--- config.mk ---
export PLATFORM = sky130hd
export DESIGN_NAME = oneshot_timeout_slots_with_event_queue
export DESIGN_NICKNAME = d
export VERILOG_FILES = /design/src/design/ostq_pkg.sv /design/src/design/ostq_cell.sv /design/src/design/ostq_ring.sv /design/src/design/oneshot_timeout_slots_with_event_queue.sv
export SDC_FILE = /design/constraint.sdc
export NUM_CORES = 2
export LEC_CHECK = 0
export BUFFER_PORTS_ARGS = -buffer_cell sky130_fd_sc_hd__buf_4
export CAP_MARGIN = 20
export CORE_MARGIN = 1
export CORE_UTILIZATION = 62
export CTS_CLUSTER_SIZE = 14
export DETAILED_ROUTE_END_ITERATION = 8
export PLACE_DENSITY = 0.78
export SETUP_SLACK_MARGIN = 0.1
export SYNTH_ARGS = -nofsm -noshare
export SYNTH_HDL_FRONTEND = slang
export SYNTH_SLANG_ARGS = --single-unit
--- constraint.sdc ---
create_clock -name clk -period 12.77 [get_ports clk]
set_input_delay 1.277 -clock clk [delete_from_list [all_inputs] [get_ports clk]]
set_output_delay 1.277 -clock clk [all_outputs]
set_load 0.1 [all_outputs]
--- src/design/ostq_pkg.sv ---
// shared types and codes for the one-shot timeout slots and event ring
// no dependencies; imported by every module of the block
package ostq_pkg;

	localparam int unsigned TOKEN_W = 16;
	localparam int unsigned ID_W    = 31;
	localparam int unsigned DELAY_W = 24;

	typedef enum logic [2:0] {
		OP_POST  = 3'd0,
		OP_ADD   = 3'd1,
		OP_DEL   = 3'd2,
		OP_TICK  = 3'd3,
		OP_DEQ   = 3'd4,
		OP_SHUT  = 3'd5,
		OP_NONE6 = 3'd6,
		OP_NONE7 = 3'd7
	} op_t;

	typedef enum logic [2:0] {
		ST_OK      = 3'd0,
		ST_FULL    = 3'd1,
		ST_NO_SLOT = 3'd2,
		ST_SHUT    = 3'd3,
		ST_EMPTY   = 3'd4
	} status_t;

	typedef enum logic [2:0] {
		S_IDLE,
		S_EXEC,
		S_ADD,
		S_EXP,
		S_READ,
		S_RESP
	} state_t;

	// one timeout slot as it travels along the cell row
	typedef struct packed {
		logic [TOKEN_W-1:0] token;
		logic [ID_W-1:0]    id;
		logic [DELAY_W-1:0] rem;
		logic               nodel;
	} slot_t;

	// one event ring entry
	typedef struct packed {
		logic [TOKEN_W-1:0] token;
		logic [ID_W-1:0]    id;
	} ring_entry_t;

endpackage

--- src/design/ostq_cell.sv ---
// one timeout slot cell of the rotating slot row
// depends on ostq_pkg
module ostq_cell (
	input  logic                          clk,
	input  logic                          arst_n,
	input  logic                          shift,
	input  ostq_pkg::slot_t               in_slot,
	input  logic                          del_en,
	input  logic [ostq_pkg::ID_W-1:0]     del_id,
	output ostq_pkg::slot_t               slot
);
	import ostq_pkg::*;

	slot_t slot_q;
	logic  del_hit;

	// delete matches a nonzero id that maps back to this slot
	assign del_hit = del_en && (del_id != '0) && (slot_q.id == del_id) && !slot_q.nodel;

	// take the neighbour's slot while rotating, else clear its token and id on a delete hit
	always_ff @(posedge clk or negedge arst_n) begin
		if (!arst_n) begin
			slot_q <= '0;
		end else if (shift) begin
			slot_q <= in_slot;
		end else if (del_hit) begin
			slot_q.token <= '0;
			slot_q.id    <= '0;
		end
	end

	assign slot = slot_q;

endmodule

--- src/design/ostq_ring.sv ---
// event ring storage: one write port, one registered read port
// depends on ostq_pkg
module ostq_ring #(
	parameter int unsigned DEPTH = 32,
	parameter int unsigned AW    = 5
) (
	input  logic                  clk,
	input  logic                  wr_en,
	input  logic [AW-1:0]         wr_addr,
	input  ostq_pkg::ring_entry_t wr_data,
	input  logic [AW-1:0]         rd_addr,
	output ostq_pkg::ring_entry_t rd_data
);
	import ostq_pkg::*;

	ring_entry_t mem [DEPTH];
	ring_entry_t rd_q;

	// write port
	always_ff @(posedge clk) begin
		if (wr_en) begin
			mem[wr_addr] <= wr_data;
		end
	end

	// registered read
	always_ff @(posedge clk) begin
		rd_q <= mem[rd_addr];
	end

	assign rd_data = rd_q;

endmodule

--- src/design/oneshot_timeout_slots_with_event_queue.sv ---
// top level: one-shot timeout slots on a rotating cell row plus an event ring
// depends on ostq_pkg, ostq_cell, ostq_ring
//
//  channel | dir | payload
//  s_*     | in  | tuser: op; tdata: token, delay_ms, timeout_id
//  m_*     | out | tuser: status; tdata: id_out, token_out, dispatch
//
// post, delete, tick without expiry, shutdown, spare codes, a refused add and
// a dequeue of an empty ring pass the states EXEC and RESP; any other dequeue
// adds READ (registered ring read); an accepted add and an expiring tick add
// ADD or EXP, one slot passing the head cell each cycle as the row rotates once
// asynchronous active-low reset; a waiting result does not block acceptance,
// but a new result waits until the previous one is taken
module oneshot_timeout_slots_with_event_queue #(
	parameter int unsigned RING_DEPTH = 32,
	parameter int unsigned SLOT_COUNT = 16
) (
	input  logic        clk,
	input  logic        arst_n,
	input  logic        s_tvalid,
	output logic        s_tready,
	input  logic [2:0]  s_tuser,  // op
	input  logic [71:0] s_tdata,  // token, delay_ms, timeout_id, zero pad
	output logic        m_tvalid,
	input  logic        m_tready,
	output logic [2:0]  m_tuser,  // status
	output logic [47:0] m_tdata   // id_out, token_out, dispatch
);
	import ostq_pkg::*;

	localparam int unsigned RW = (RING_DEPTH > 1) ? $clog2(RING_DEPTH) : 1;
	localparam int unsigned KW = (SLOT_COUNT > 1) ? $clog2(SLOT_COUNT) : 1;
	localparam logic [RW-1:0] RING_LAST = RW'(RING_DEPTH - 1);
	localparam logic [KW-1:0] SLOT_LAST = KW'(SLOT_COUNT - 1);
	localparam logic [RW:0]   RING_FULL_LEN = (RW+1)'(RING_DEPTH - 1);
	localparam logic [RW:0]   RING_SIZE = (RW+1)'(RING_DEPTH);
	localparam logic [31:0]   ID_MASK = 32'h7FFF_FFFF;
	// a wrapped id still maps to its slot only when the slot count divides 2^31
	localparam logic          WRAP_NODEL = ((64'h8000_0000 % SLOT_COUNT) != 0);

	state_t state_q, state_d;

	// command registers
	op_t                op_q;
	logic [TOKEN_W-1:0] token_q;
	logic [DELAY_W-1:0] delay_q;
	logic [ID_W-1:0]    tid_q;

	// result registers
	status_t            res_status_q;
	logic [ID_W-1:0]    res_id_q;
	logic [TOKEN_W-1:0] res_tok_q;
	logic               res_disp_q;

	// output registers
	logic        m_tvalid_q;
	logic [2:0]  m_tuser_q;
	logic [47:0] m_tdata_q;

	// timer and ring state
	logic [RW-1:0]      put_q, get_q;
	logic [ID_W-1:0]    evcnt_q;
	logic               shut_q;
	logic               idle_q;
	logic [DELAY_W-1:0] nearest_q, period_q, done_q, dt_q;
	logic [ID_W-1:0]    base_q;
	logic [KW-1:0]      k_q;
	logic               found_q;

	// slot row
	slot_t              cell_out [SLOT_COUNT];
	slot_t              head_new;
	logic [SLOT_COUNT-1:0] free_vec;
	logic               any_free;
	logic               shift;
	logic               del_en;

	// ring access
	logic               push_req, ring_full, wr_en;
	ring_entry_t        push_entry, rd_data;
	logic [RW:0]        ring_len;

	logic               beat_in, out_free, last_k;

	assign beat_in  = s_tvalid && s_tready;
	assign out_free = !m_tvalid_q || m_tready;
	assign s_tready = (state_q == S_IDLE);
	assign shift    = (state_q == S_ADD) || (state_q == S_EXP);
	assign del_en   = (state_q == S_EXEC) && (op_q == OP_DEL);
	assign last_k   = (k_q == SLOT_LAST);

	// cell row: each cell takes its upper neighbour, the top one takes the head result
	for (genvar i = 0; i < SLOT_COUNT; i++) begin : g_cell
		slot_t nb_slot;
		if (i == SLOT_COUNT - 1) begin : g_top
			assign nb_slot = head_new;
		end else begin : g_mid
			assign nb_slot = cell_out[i+1];
		end
		ostq_cell u_cell (
			.clk     (clk),
			.arst_n  (arst_n),
			.shift   (shift),
			.in_slot (nb_slot),
			.del_en  (del_en),
			.del_id  (tid_q),
			.slot    (cell_out[i])
		);
		assign free_vec[i] = (cell_out[i].token == '0);
	end
	assign any_free = |free_vec;

	// ring occupancy
	always_comb begin
		if (put_q >= get_q) begin
			ring_len = {1'b0, put_q} - {1'b0, get_q};
		end else begin
			ring_len = {1'b0, put_q} + RING_SIZE - {1'b0, get_q};
		end
	end
	assign ring_full = (ring_len >= RING_FULL_LEN);
	assign wr_en     = push_req && !ring_full;

	ostq_ring #(.DEPTH(RING_DEPTH), .AW(RW)) u_ring (
		.clk     (clk),
		.wr_en   (wr_en),
		.wr_addr (put_q),
		.wr_data (push_entry),
		.rd_addr (get_q),
		.rd_data (rd_data)
	);

	// head cell processing and ring push source
	logic [31:0]        id_sum;
	logic [DELAY_W-1:0] exp_rem;
	logic [DELAY_W-1:0] min_d;
	logic [ID_W-1:0]    evcnt_inc;
	always_comb begin
		head_new   = cell_out[0];
		push_req   = 1'b0;
		push_entry = '0;
		id_sum     = {1'b0, base_q} + 32'(k_q);
		exp_rem    = cell_out[0].rem - dt_q;
		min_d      = nearest_q;
		evcnt_inc  = evcnt_q + 1'b1;
		unique case (state_q)
			S_ADD: begin
				if (!found_q && (cell_out[0].token == '0)) begin
					head_new.token = token_q;
					head_new.id    = id_sum[ID_W-1:0];
					head_new.rem   = delay_q;
					head_new.nodel = (id_sum > ID_MASK) && WRAP_NODEL;
				end else if (!idle_q && (cell_out[0].token != '0) && (cell_out[0].rem != '0)) begin
					head_new.rem = (cell_out[0].rem > done_q) ? cell_out[0].rem - done_q : '0;
				end
			end
			S_EXP: begin
				if (cell_out[0].token != '0) begin
					if (cell_out[0].rem <= dt_q) begin
						push_req         = 1'b1;
						push_entry.token = cell_out[0].token;
						push_entry.id    = cell_out[0].id;
						head_new         = '0;
					end else begin
						head_new.rem = exp_rem;
						if ((nearest_q == '0) || (nearest_q > exp_rem)) begin
							min_d = exp_rem;
						end
					end
				end
			end
			S_EXEC: begin
				if ((op_q == OP_POST) && !shut_q) begin
					push_req         = 1'b1;
					push_entry.token = token_q;
					push_entry.id    = evcnt_inc;
				end
			end
			default: begin
			end
		endcase
	end

	// state register
	always_ff @(posedge clk or negedge arst_n) begin
		if (!arst_n) begin
			state_q <= S_IDLE;
		end else begin
			state_q <= state_d;
		end
	end

	// next state
	always_comb begin
		state_d = state_q;
		unique case (state_q)
			S_IDLE: if (beat_in) state_d = S_EXEC;
			S_EXEC: begin
				priority case (1'b1)
					(op_q == OP_ADD) && !shut_q && any_free: state_d = S_ADD;
					(op_q == OP_TICK) && !idle_q && (period_q <= DELAY_W'(1)): state_d = S_EXP;
					(op_q == OP_DEQ) && (put_q != get_q): state_d = S_READ;
					default: state_d = S_RESP;
				endcase
			end
			S_ADD, S_EXP: if (last_k) state_d = S_RESP;
			S_READ: state_d = S_RESP;
			S_RESP: if (out_free) state_d = S_IDLE;
			default: state_d = S_IDLE;
		endcase
	end

	// command capture; an add with zero delay has its delay raised to one
	always_ff @(posedge clk) begin
		if (beat_in) begin
			op_q    <= op_t'(s_tuser);
			token_q <= s_tdata[15:0];
			delay_q <= s_tdata[39:16];
			tid_q   <= s_tdata[70:40];
		end else if ((state_q == S_EXEC) && (op_q == OP_ADD) && (delay_q == '0)) begin
			delay_q <= DELAY_W'(1);
		end
	end

	// timer, ring indices and results
	logic [31:0] nb_sum;
	assign nb_sum = {1'b0, base_q} + 32'(SLOT_COUNT);
	always_ff @(posedge clk or negedge arst_n) begin
		if (!arst_n) begin
			put_q        <= '0;
			get_q        <= '0;
			evcnt_q      <= '0;
			shut_q       <= 1'b0;
			idle_q       <= 1'b1;
			nearest_q    <= '0;
			period_q     <= '0;
			done_q       <= '0;
			dt_q         <= '0;
			base_q       <= '0;
			k_q          <= '0;
			found_q      <= 1'b0;
			res_status_q <= ST_OK;
			res_id_q     <= '0;
			res_tok_q    <= '0;
			res_disp_q   <= 1'b0;
		end else begin
			if (wr_en) begin
				put_q <= (put_q == RING_LAST) ? '0 : put_q + 1'b1;
			end
			unique case (state_q)
				S_EXEC: begin
					res_tok_q    <= '0;
					res_disp_q   <= 1'b0;
					k_q          <= '0;
					found_q      <= 1'b0;
					unique case (op_q)
						OP_POST: begin
							if (shut_q) begin
								res_status_q <= ST_SHUT;
								res_id_q     <= '0;
							end else begin
								evcnt_q <= evcnt_inc;
								if (ring_full) begin
									res_status_q <= ST_FULL;
									res_id_q     <= '0;
								end else begin
									res_status_q <= ST_OK;
									res_id_q     <= evcnt_inc;
								end
							end
						end
						OP_ADD: begin
							res_id_q <= '0;
							if (shut_q) begin
								res_status_q <= ST_SHUT;
							end else if (!any_free) begin
								res_status_q <= ST_NO_SLOT;
							end else begin
								res_status_q <= ST_OK;
								base_q <= (nb_sum > ID_MASK) ? '0 : nb_sum[ID_W-1:0];
								done_q <= (nearest_q >= period_q) ? nearest_q - period_q : '0;
							end
						end
						OP_TICK: begin
							res_status_q <= ST_OK;
							res_id_q     <= '0;
							if (!idle_q) begin
								if (period_q <= DELAY_W'(1)) begin
									period_q  <= '0;
									dt_q      <= nearest_q;
									nearest_q <= '0;
								end else begin
									period_q <= period_q - 1'b1;
								end
							end
						end
						OP_DEQ: begin
							res_id_q <= '0;
							if (put_q == get_q) begin
								res_status_q <= ST_EMPTY;
							end else begin
								res_status_q <= ST_OK;
								get_q <= (get_q == RING_LAST) ? '0 : get_q + 1'b1;
							end
						end
						OP_SHUT: begin
							res_status_q <= ST_OK;
							res_id_q     <= '0;
							shut_q       <= 1'b1;
							put_q        <= '0;
							get_q        <= '0;
						end
						default: begin
							res_status_q <= ST_OK;
							res_id_q     <= '0;
						end
					endcase
				end
				S_ADD: begin
					k_q <= last_k ? '0 : k_q + 1'b1;
					if (!found_q && (cell_out[0].token == '0)) begin
						found_q  <= 1'b1;
						res_id_q <= id_sum[ID_W-1:0];
					end
					if (last_k) begin
						idle_q <= 1'b0;
						if (idle_q || (delay_q < period_q)) begin
							nearest_q <= delay_q;
							period_q  <= delay_q;
						end else begin
							nearest_q <= period_q;
						end
					end
				end
				S_EXP: begin
					k_q       <= last_k ? '0 : k_q + 1'b1;
					nearest_q <= min_d;
					if (last_k) begin
						if (min_d != '0) period_q <= min_d;
						else             idle_q   <= 1'b1;
					end
				end
				S_READ: begin
					res_tok_q  <= rd_data.token;
					res_id_q   <= rd_data.id;
					res_disp_q <= (rd_data.token != '0);
				end
				default: begin
				end
			endcase
		end
	end

	// output register
	always_ff @(posedge clk or negedge arst_n) begin
		if (!arst_n) begin
			m_tvalid_q <= 1'b0;
			m_tuser_q  <= '0;
			m_tdata_q  <= '0;
		end else if ((state_q == S_RESP) && out_free) begin
			m_tvalid_q <= 1'b1;
			m_tuser_q  <= res_status_q;
			m_tdata_q  <= {res_disp_q, res_tok_q, res_id_q};
		end else if (m_tready) begin
			m_tvalid_q <= 1'b0;
		end
	end

	assign m_tvalid = m_tvalid_q;
	assign m_tuser  = m_tuser_q;
	assign m_tdata  = m_tdata_q;

	// the row is back in slot order whenever a beat can be taken
	a_row_aligned: assert property (@(posedge clk) disable iff (!arst_n)
		(state_q == S_IDLE) |-> (k_q == '0))
		else $error("slot row not aligned at idle");

	// an armed timer always has time left between beats
	a_armed_period: assert property (@(posedge clk) disable iff (!arst_n)
		((state_q == S_IDLE) && !idle_q) |-> (period_q != '0))
		else $error("armed timer with no period left");

	// a ring write always leaves the ring non-empty, so no entry is lost to a wrap
	a_ring_room: assert property (@(posedge clk) disable iff (!arst_n)
		wr_en |=> (ring_len != '0))
		else $error("ring write lost");

endmodule

Word level (Yosys, flattened, before mapping)
Memories as Yosys holds them, arrays and structs flattened. A register that Yosys moved wholly into a read port is not among the register bits.
Cells that the tools add are included.
- flip-flop bits (word level): 1507
- latch bits: 0
- memory bits (writable): 1504
- ROM bits: 0
- input port bits: 79
- output and inout bits: 53
- word-level logic and storage cells: 402
- memories: 1
- add/subtract/negate cells: 13
- multiply operators: 0
- div/mod/pow operators: 0
- magnitude comparators: 9
- equal/unequal tests: 43
- shift-type cells: 0
- muxes and demuxes: 110
- bitwise logic cells: 2
- reduce and logical (&&, ||, !) cells: 136
- memories (memory ; depth ; bits a word ; read ports ; clocked after Yosys merged registers in ; wr ports ; RTL line ; text):
    u_ring.mem ; 32 ; 47 ; 1 ; 1 ; 1 ; ostq_ring.sv:16 ; ring_entry_t mem [DEPTH];
- operators with widths (operator ; number):
    47-bit two-way mux ; 37
    24-bit two-way mux ; 21
    31-bit equality test ; 16
    16-bit logical NOT ; 16
    31-bit two-way mux ; 5
    24-bit case mux with 3 select lines ; 2
    72-bit case mux with 2 select lines ; 1
    47-bit case mux with 2 select lines ; 1
    31-bit case mux with 3 select lines ; 1
    72-bit two-way mux ; 1
    24-bit subtractor ; 3
    24-bit > comparator ; 2
    1-bit logical AND ; 48
    24-bit logical NOT ; 2
    24-bit nonzero test ; 2
    2-bit nonzero test ; 23
    31-bit by 5-bit adder with 32-bit output (second input constant) ; 1
    32-bit by 31-bit > comparator with 1-bit output (second input constant) ; 1
    16-bit case mux with 2 select lines ; 1
    16-bit nonzero test ; 2
    31-bit by 1-bit adder with 31-bit output (second input constant) ; 1
    31-bit by 4-bit adder with 31-bit output ; 1
    31-bit nonzero test ; 1
    5-bit two-way mux ; 6
    43 further kinds ; 118

Logic depth before layout (Yosys ltp)
- depth after elaboration: 11
- gate-level depth with buffers: 25
- gate-level depth less buffers: 23

Cells and area by module
A second synthesis with hierarchy kept.
- cells, all modules: 10028
- area, all modules: 139839.1 um^2
- modules (own cells, without submodules) (module ; instances ; cells an instance ; area each (um^2) ; seq. area each (um^2)):
    ostq_ring ; 1 ; 3296 ; 59469.5 ; 46104.2
    ostq_cell ; 16 ; 266 ; 3579.7 ; 1801.7
    oneshot_timeout_slots_with_event_queue ; 1 ; 2476 ; 23094.6 ; 9155.0

Least setup slack after synthesis
OpenSTA, ideal clock, no wires.
- kind: reg-to-reg
- start: reg get_q[1]
- end: mem u_ring.mem[15][0] in the netlist's numbering, enable pin
- setup time: 452 ps
- data arrival time: 5160 ps
- required time: 12318 ps
- path slack: 7159 ps
- cell stages (with the launch flop): 15
- buffers on the path: 4
- clock period less this slack: 5611 ps
- cells stage by stage: dfrtp_1 > clkbuf_1 > clkbuf_1 > buf_1 > inv_1 > fa_1 > a21o_1 > a21oi_1 > o21ai_0 > mux2i_1 > o21ai_0 > nor2_1 > clkbuf_1 > nand2_1 > nor2_1
- word-level cells in the longest chain between the ends: 7
- elaborated cells between the ends (all ways): 9
- those cells by class: add/sub (2); order compare (2); mux (3); reduce/logical (2)
- RTL lines (what ; RTL line ; text):
    start, declared ; oneshot_timeout_slots_with_event_queue.sv:61 ; logic [RW-1:0] put_q, get_q;
    start signal, assigned ; oneshot_timeout_slots_with_event_queue.sv:303 ; get_q <= (get_q == RING_LAST) ? '0 : get_q + 1'b1;
    6-bit by 5-bit subtractor with 6-bit output, or another cell as far along ; oneshot_timeout_slots_with_event_queue.sv:118 ; ring_len = {1'b0, put_q} + RING_SIZE - {1'b0, get_q};
    6-bit two-way mux * ; oneshot_timeout_slots_with_event_queue.sv:115 ; if (put_q >= get_q) begin
    6-bit by 5-bit >= comparator with 1-bit output * ; oneshot_timeout_slots_with_event_queue.sv:121 ; assign ring_full = (ring_len >= RING_FULL_LEN);
    1-bit logical NOT * ; oneshot_timeout_slots_with_event_queue.sv:122 ; assign wr_en = push_req && !ring_full;
    1-bit logical AND * ; oneshot_timeout_slots_with_event_queue.sv:122 ;
    1-bit two-way mux * ; ostq_ring.sv:21 ; if (wr_en) begin
    1-bit two-way mux (implied by the code) * ; ostq_ring.sv:22 ; mem[wr_addr] <= wr_data;
    end, declared ; ostq_ring.sv:16 ;
Every way passes the cells marked *; elsewhere a longest branch is shown, timed or not.

Final worst setup path
- start: reg g_cell[0].u_cell.slot_q (netlist bit g_cell[0].u_cell.slot[5])
- end: reg period_q[0]
- word-level cells in the longest chain between the ends: 10
- elaborated cells between the ends (all ways): 14
- those cells by class: add/sub (1); order compare (2); eq/ne (1); mux (7); reduce/logical (3)
- RTL lines (what ; RTL line ; text):
    start, declared ; ostq_cell.sv:14 ; slot_t slot_q;
    start signal, assigned ; ostq_cell.sv:25 ; slot_q <= in_slot;
    24-bit subtractor ; oneshot_timeout_slots_with_event_queue.sv:143 ; exp_rem = cell_out[0].rem - dt_q;
    24-bit > comparator ; oneshot_timeout_slots_with_event_queue.sv:166 ; if ((nearest_q == '0) || (nearest_q > exp_rem)) begin
    1-bit logical OR ; oneshot_timeout_slots_with_event_queue.sv:166 ;
    24-bit two-way mux ; oneshot_timeout_slots_with_event_queue.sv:166 ;
    24-bit two-way mux * ; oneshot_timeout_slots_with_event_queue.sv:159 ; if (cell_out[0].rem <= dt_q) begin
    24-bit two-way mux * ; oneshot_timeout_slots_with_event_queue.sv:158 ; if (cell_out[0].token != '0) begin
    24-bit two-way mux * ; oneshot_timeout_slots_with_event_queue.sv:146 ; unique case (state_q)
    24-bit nonzero test / 24-bit two-way mux (equally long branches) ; oneshot_timeout_slots_with_event_queue.sv:339 ; if (min_d != '0) period_q <= min_d;
    2-bit by 1-bit != test with 1-bit output (no source line) / 24-bit two-way mux (equally long branches) ; - ;
    6-bit AND reduction (no source line) / 24-bit case mux with 3 select lines (equally long branches) ; - ;
    end signal, assigned ; oneshot_timeout_slots_with_event_queue.sv:293 ; period_q <= period_q - 1'b1;
    end signal, assigned ; oneshot_timeout_slots_with_event_queue.sv:329 ; period_q <= delay_q;
    end signal, assigned ; oneshot_timeout_slots_with_event_queue.sv:339 ;
    end, declared ; oneshot_timeout_slots_with_event_queue.sv:65 ; logic [DELAY_W-1:0] nearest_q, period_q, done_q, dt_q;
Every way passes the cells marked *; elsewhere a longest branch is shown, timed or not. The select of a mux whose other input is x is not followed.
A chain may end at the register's enable or synchronous reset.

==> results.ini <==
[routing]
drtIter0Drc = 12700
routed-via-count = 82500
dr.pass1.iters = 9
ant_nets = 0
routedWlPerCell_um = 32.5
route.detailed.drc = 11
routed_wl_mm = 384
via_per_inst = 6.99

[yosys]
synthCells = 8800
synth_nets = 9020
yosys_warnings = 0
synth-edff-count = 1578
avgSynthCellArea_um2 = 14.4
ys_seq_elements = 3054
ys_async_sr_fraction_pct = 46.8
synthFlopType = edfxtp_1
synth_area_mm2 = 0.127
synth-seq-area-share_pct = 66.2
ys_types = 82

[critical_path]
reg2reg_slack_ns = 5.46
end_kind = register
path_max_fanout = 42
worstSetupPathType = register to register
startpoint_type = register
cp_data_required_time_ns = 13.57
crit_arrival_ns = 8.10

[floorplan]
dieHeight_um = 455
coreArea_mm2 = 0.203
start_util_pct = 62.6
fp.dieW_um = 455
dieArea_mm2 = 0.207
rows = 165
ios = 132

[grt]
grtUsageMet1_pct = 48.4
met2_usage_pct = 57.3
grt_max_degree = 185
antenna_found_initial = 13
grt_pass1_vias = 81200
grt_overflow = 0
use_met3_pct = 7.58
grt.busiest_layer = met2
grt_pass1_wl_mm = 553
grt_use_total_pct = 36.8

[final_layout]
multi_input_area_mm2 = 0.0408
nets = 9122
regArea_mm2 = 0.0841
fillerInstances = 12300
finish.utilization_pct = 70.2
drive_gt1_share_pct = 15.6
syn_to_final_growth_pct = 12.1

[timing]
maxSlewHeadroom_pct = 4.35
fmax_mhz = 137
finalCritPeriodShare_pct = 57.2
drv_slew = 0
finalSetupTns_ns = 0
rsz0062_at_grt = no
hold_viol_final = 0
setup_slack_ns = 5.46
setup_viol = 0
period_needed_ns = 7.31
holdWs_ns = 0.236
worst_slew_pin_slew_ns = 1.43
fin_skew_ns = 0.119

[clock_network]
clk_pin_slew_ns = 0.06
cts_inserted_buffers = 317
cts_hold_buf = 0
clockBufferDepth = 4
clock_sinks = 3054
clock_latency_ns = 1.00
cts_tree = done
cts-root-buf = clkbuf_16
cts_resized = 0
post_cts_buffers = 0
cts_max_level = 5

[pwr]
max-vdd-ir-drop_mv = 0.188
p_leak_nw = 56.5
power_density_mw_per_mm2 = 190
power_mw = 27.1

[place]
globalplace.congestion = 0.935
dpl_worst_slack_ns = 5.67
dpl.hpwl_mm = 201
portBuffers = 130

[worst_hold_path]
hp-class = input port to async pin

[run]
cap_violations = 0

[run_status]
violations = design-rule violations
status = finished with violations

[power breakdown]
group / switching [mW] / internal [mW]
Combinational: 3.75 / 2.47
Sequential: 0.620 / 10.8
Clock: 3.97 / 5.40
[path summary, 6_finish.rpt]
check / depth (start not counted) / endpoint / start
min in group clk: 2 / g_cell[1].u_cell.slot[15] / g_cell[2].u_cell.slot[15]
max: 20 / period_q[0] / g_cell[0].u_cell.slot[5]
min reg2reg: 2 / g_cell[1].u_cell.slot[15] / g_cell[2].u_cell.slot[15]
max in group asynchronous: 4 / g_cell[0].u_cell.slot[21] / arst_n
max reg2reg: 20 / period_q[0] / g_cell[0].u_cell.slot[5]
min: 1 / g_cell[6].u_cell.slot[7] / arst_n
[state kept, by name (all words and copies together), names as in the netlist, 27 cells and up]
signal and flops:
g_cell.u_cell.slot 1152, m_tdata 48, evcnt_q 31, u_ring.mem 1504, res_id_q 31, base_q 27, tid_q 31, u_ring.rd_data 47
[layout by cell type (no fill, tap or decap), drive strengths merged, types with 52 or more instances in the layout]
cell       n
a21oi    104
a222oi    98
a22o     772
and3      66
buf      327
clkbuf   459
clkinv    60
dfrtp   1428
edfxtp  1578
ha       137
inv      180
mux2      73
mux4     470
nand2   1503
nand3     52
nand4    156
nor2     172
nor4     135
o21ai    193
xnor2    525
xor2     109
[synthesized netlist by cell type, drive strengths merged, types with 135 or more instances]
cell	n	area share, %
nor4	135	0.67
clkbuf	483	1.4
nand4	156	0.77
edfxtp	1578	37
o21ai	193	0.76
a22o	772	5.3
mux4	470	8.3
nor2	172	0.51
nand2	1503	4.4
dfrtp	1428	28
ha	137	1.3
xnor2	525	3.6
inv	172	0.51
[layer usage]
| metal | vias to the layer above | part of all wire (%) | wire length, um |
|---|---|---|---|
| met5 | - | 0.0057 | 22 |
| met1 | 41800 | 36 | 138000 |
| met4 | 4 | 6.8 | 26000 |
| met2 | 6042 | 47 | 179000 |
| li1 | 33300 | - | - |
| met3 | 1384 | 11 | 40700 |
[worst max-delay path, stage by stage, from the launching register on]
cell      delay [ns]
dfrtp_1         0.48
ha_1            0.44
o21a_1          0.22
o2111a_1        0.22
o21a_1          0.13
o21ai_0         0.52
a211oi_1        0.21
o41ai_1         0.49
nand2_1         0.13
xnor2_1         0.37
ha_1            0.33
and4_1          0.21
a221oi_1        0.42
o22ai_1         0.17
a31o_2          0.29
nand3b_1        0.09
buf_4           0.43
or3b_2          0.54
a22oi_4         0.57
or2b_2          0.51
mux2_1          0.36
[cell type report]
type | count | area share (%)
diodes | 8 | 0.0141
clock buffers | 456 | 6.44
clock inverters | 92 | 0.729
inverters | 172 | 0.457
multi-input cells | 5027 | 28.6
flip-flops and latches | 3054 | 59.1
well taps | 2672 | 2.35
repair buffers | 330 | 2.31
[through the flow]
step           cells  area, um2
2_1_floorplan   8800     127000
3_3_place_gp   11200     131000
3_5_place_dp   11200     131000
4_1_cts        11800     141000
5_1_grt        11800     142000
6_report       11800     142000
[cells by family after synthesis]
| kind of cell | count (synthesis) | share of synthesized area, % |
|---|---|---|
| AO/OA/AOI/OAI | 1434 | 8.89 |
| XOR/XNOR | 634 | 4.38 |
| adder cells (fa/ha/maj) | 141 | 1.41 |
| buffers and inverters | 719 | 2.14 |
| flip-flops | 3054 | 66.2 |
| multiplexers | 567 | 9.17 |
| AND/OR/NAND/NOR | 2251 | 7.80 |
No activity file was read; power rests on OpenSTA's default activity.
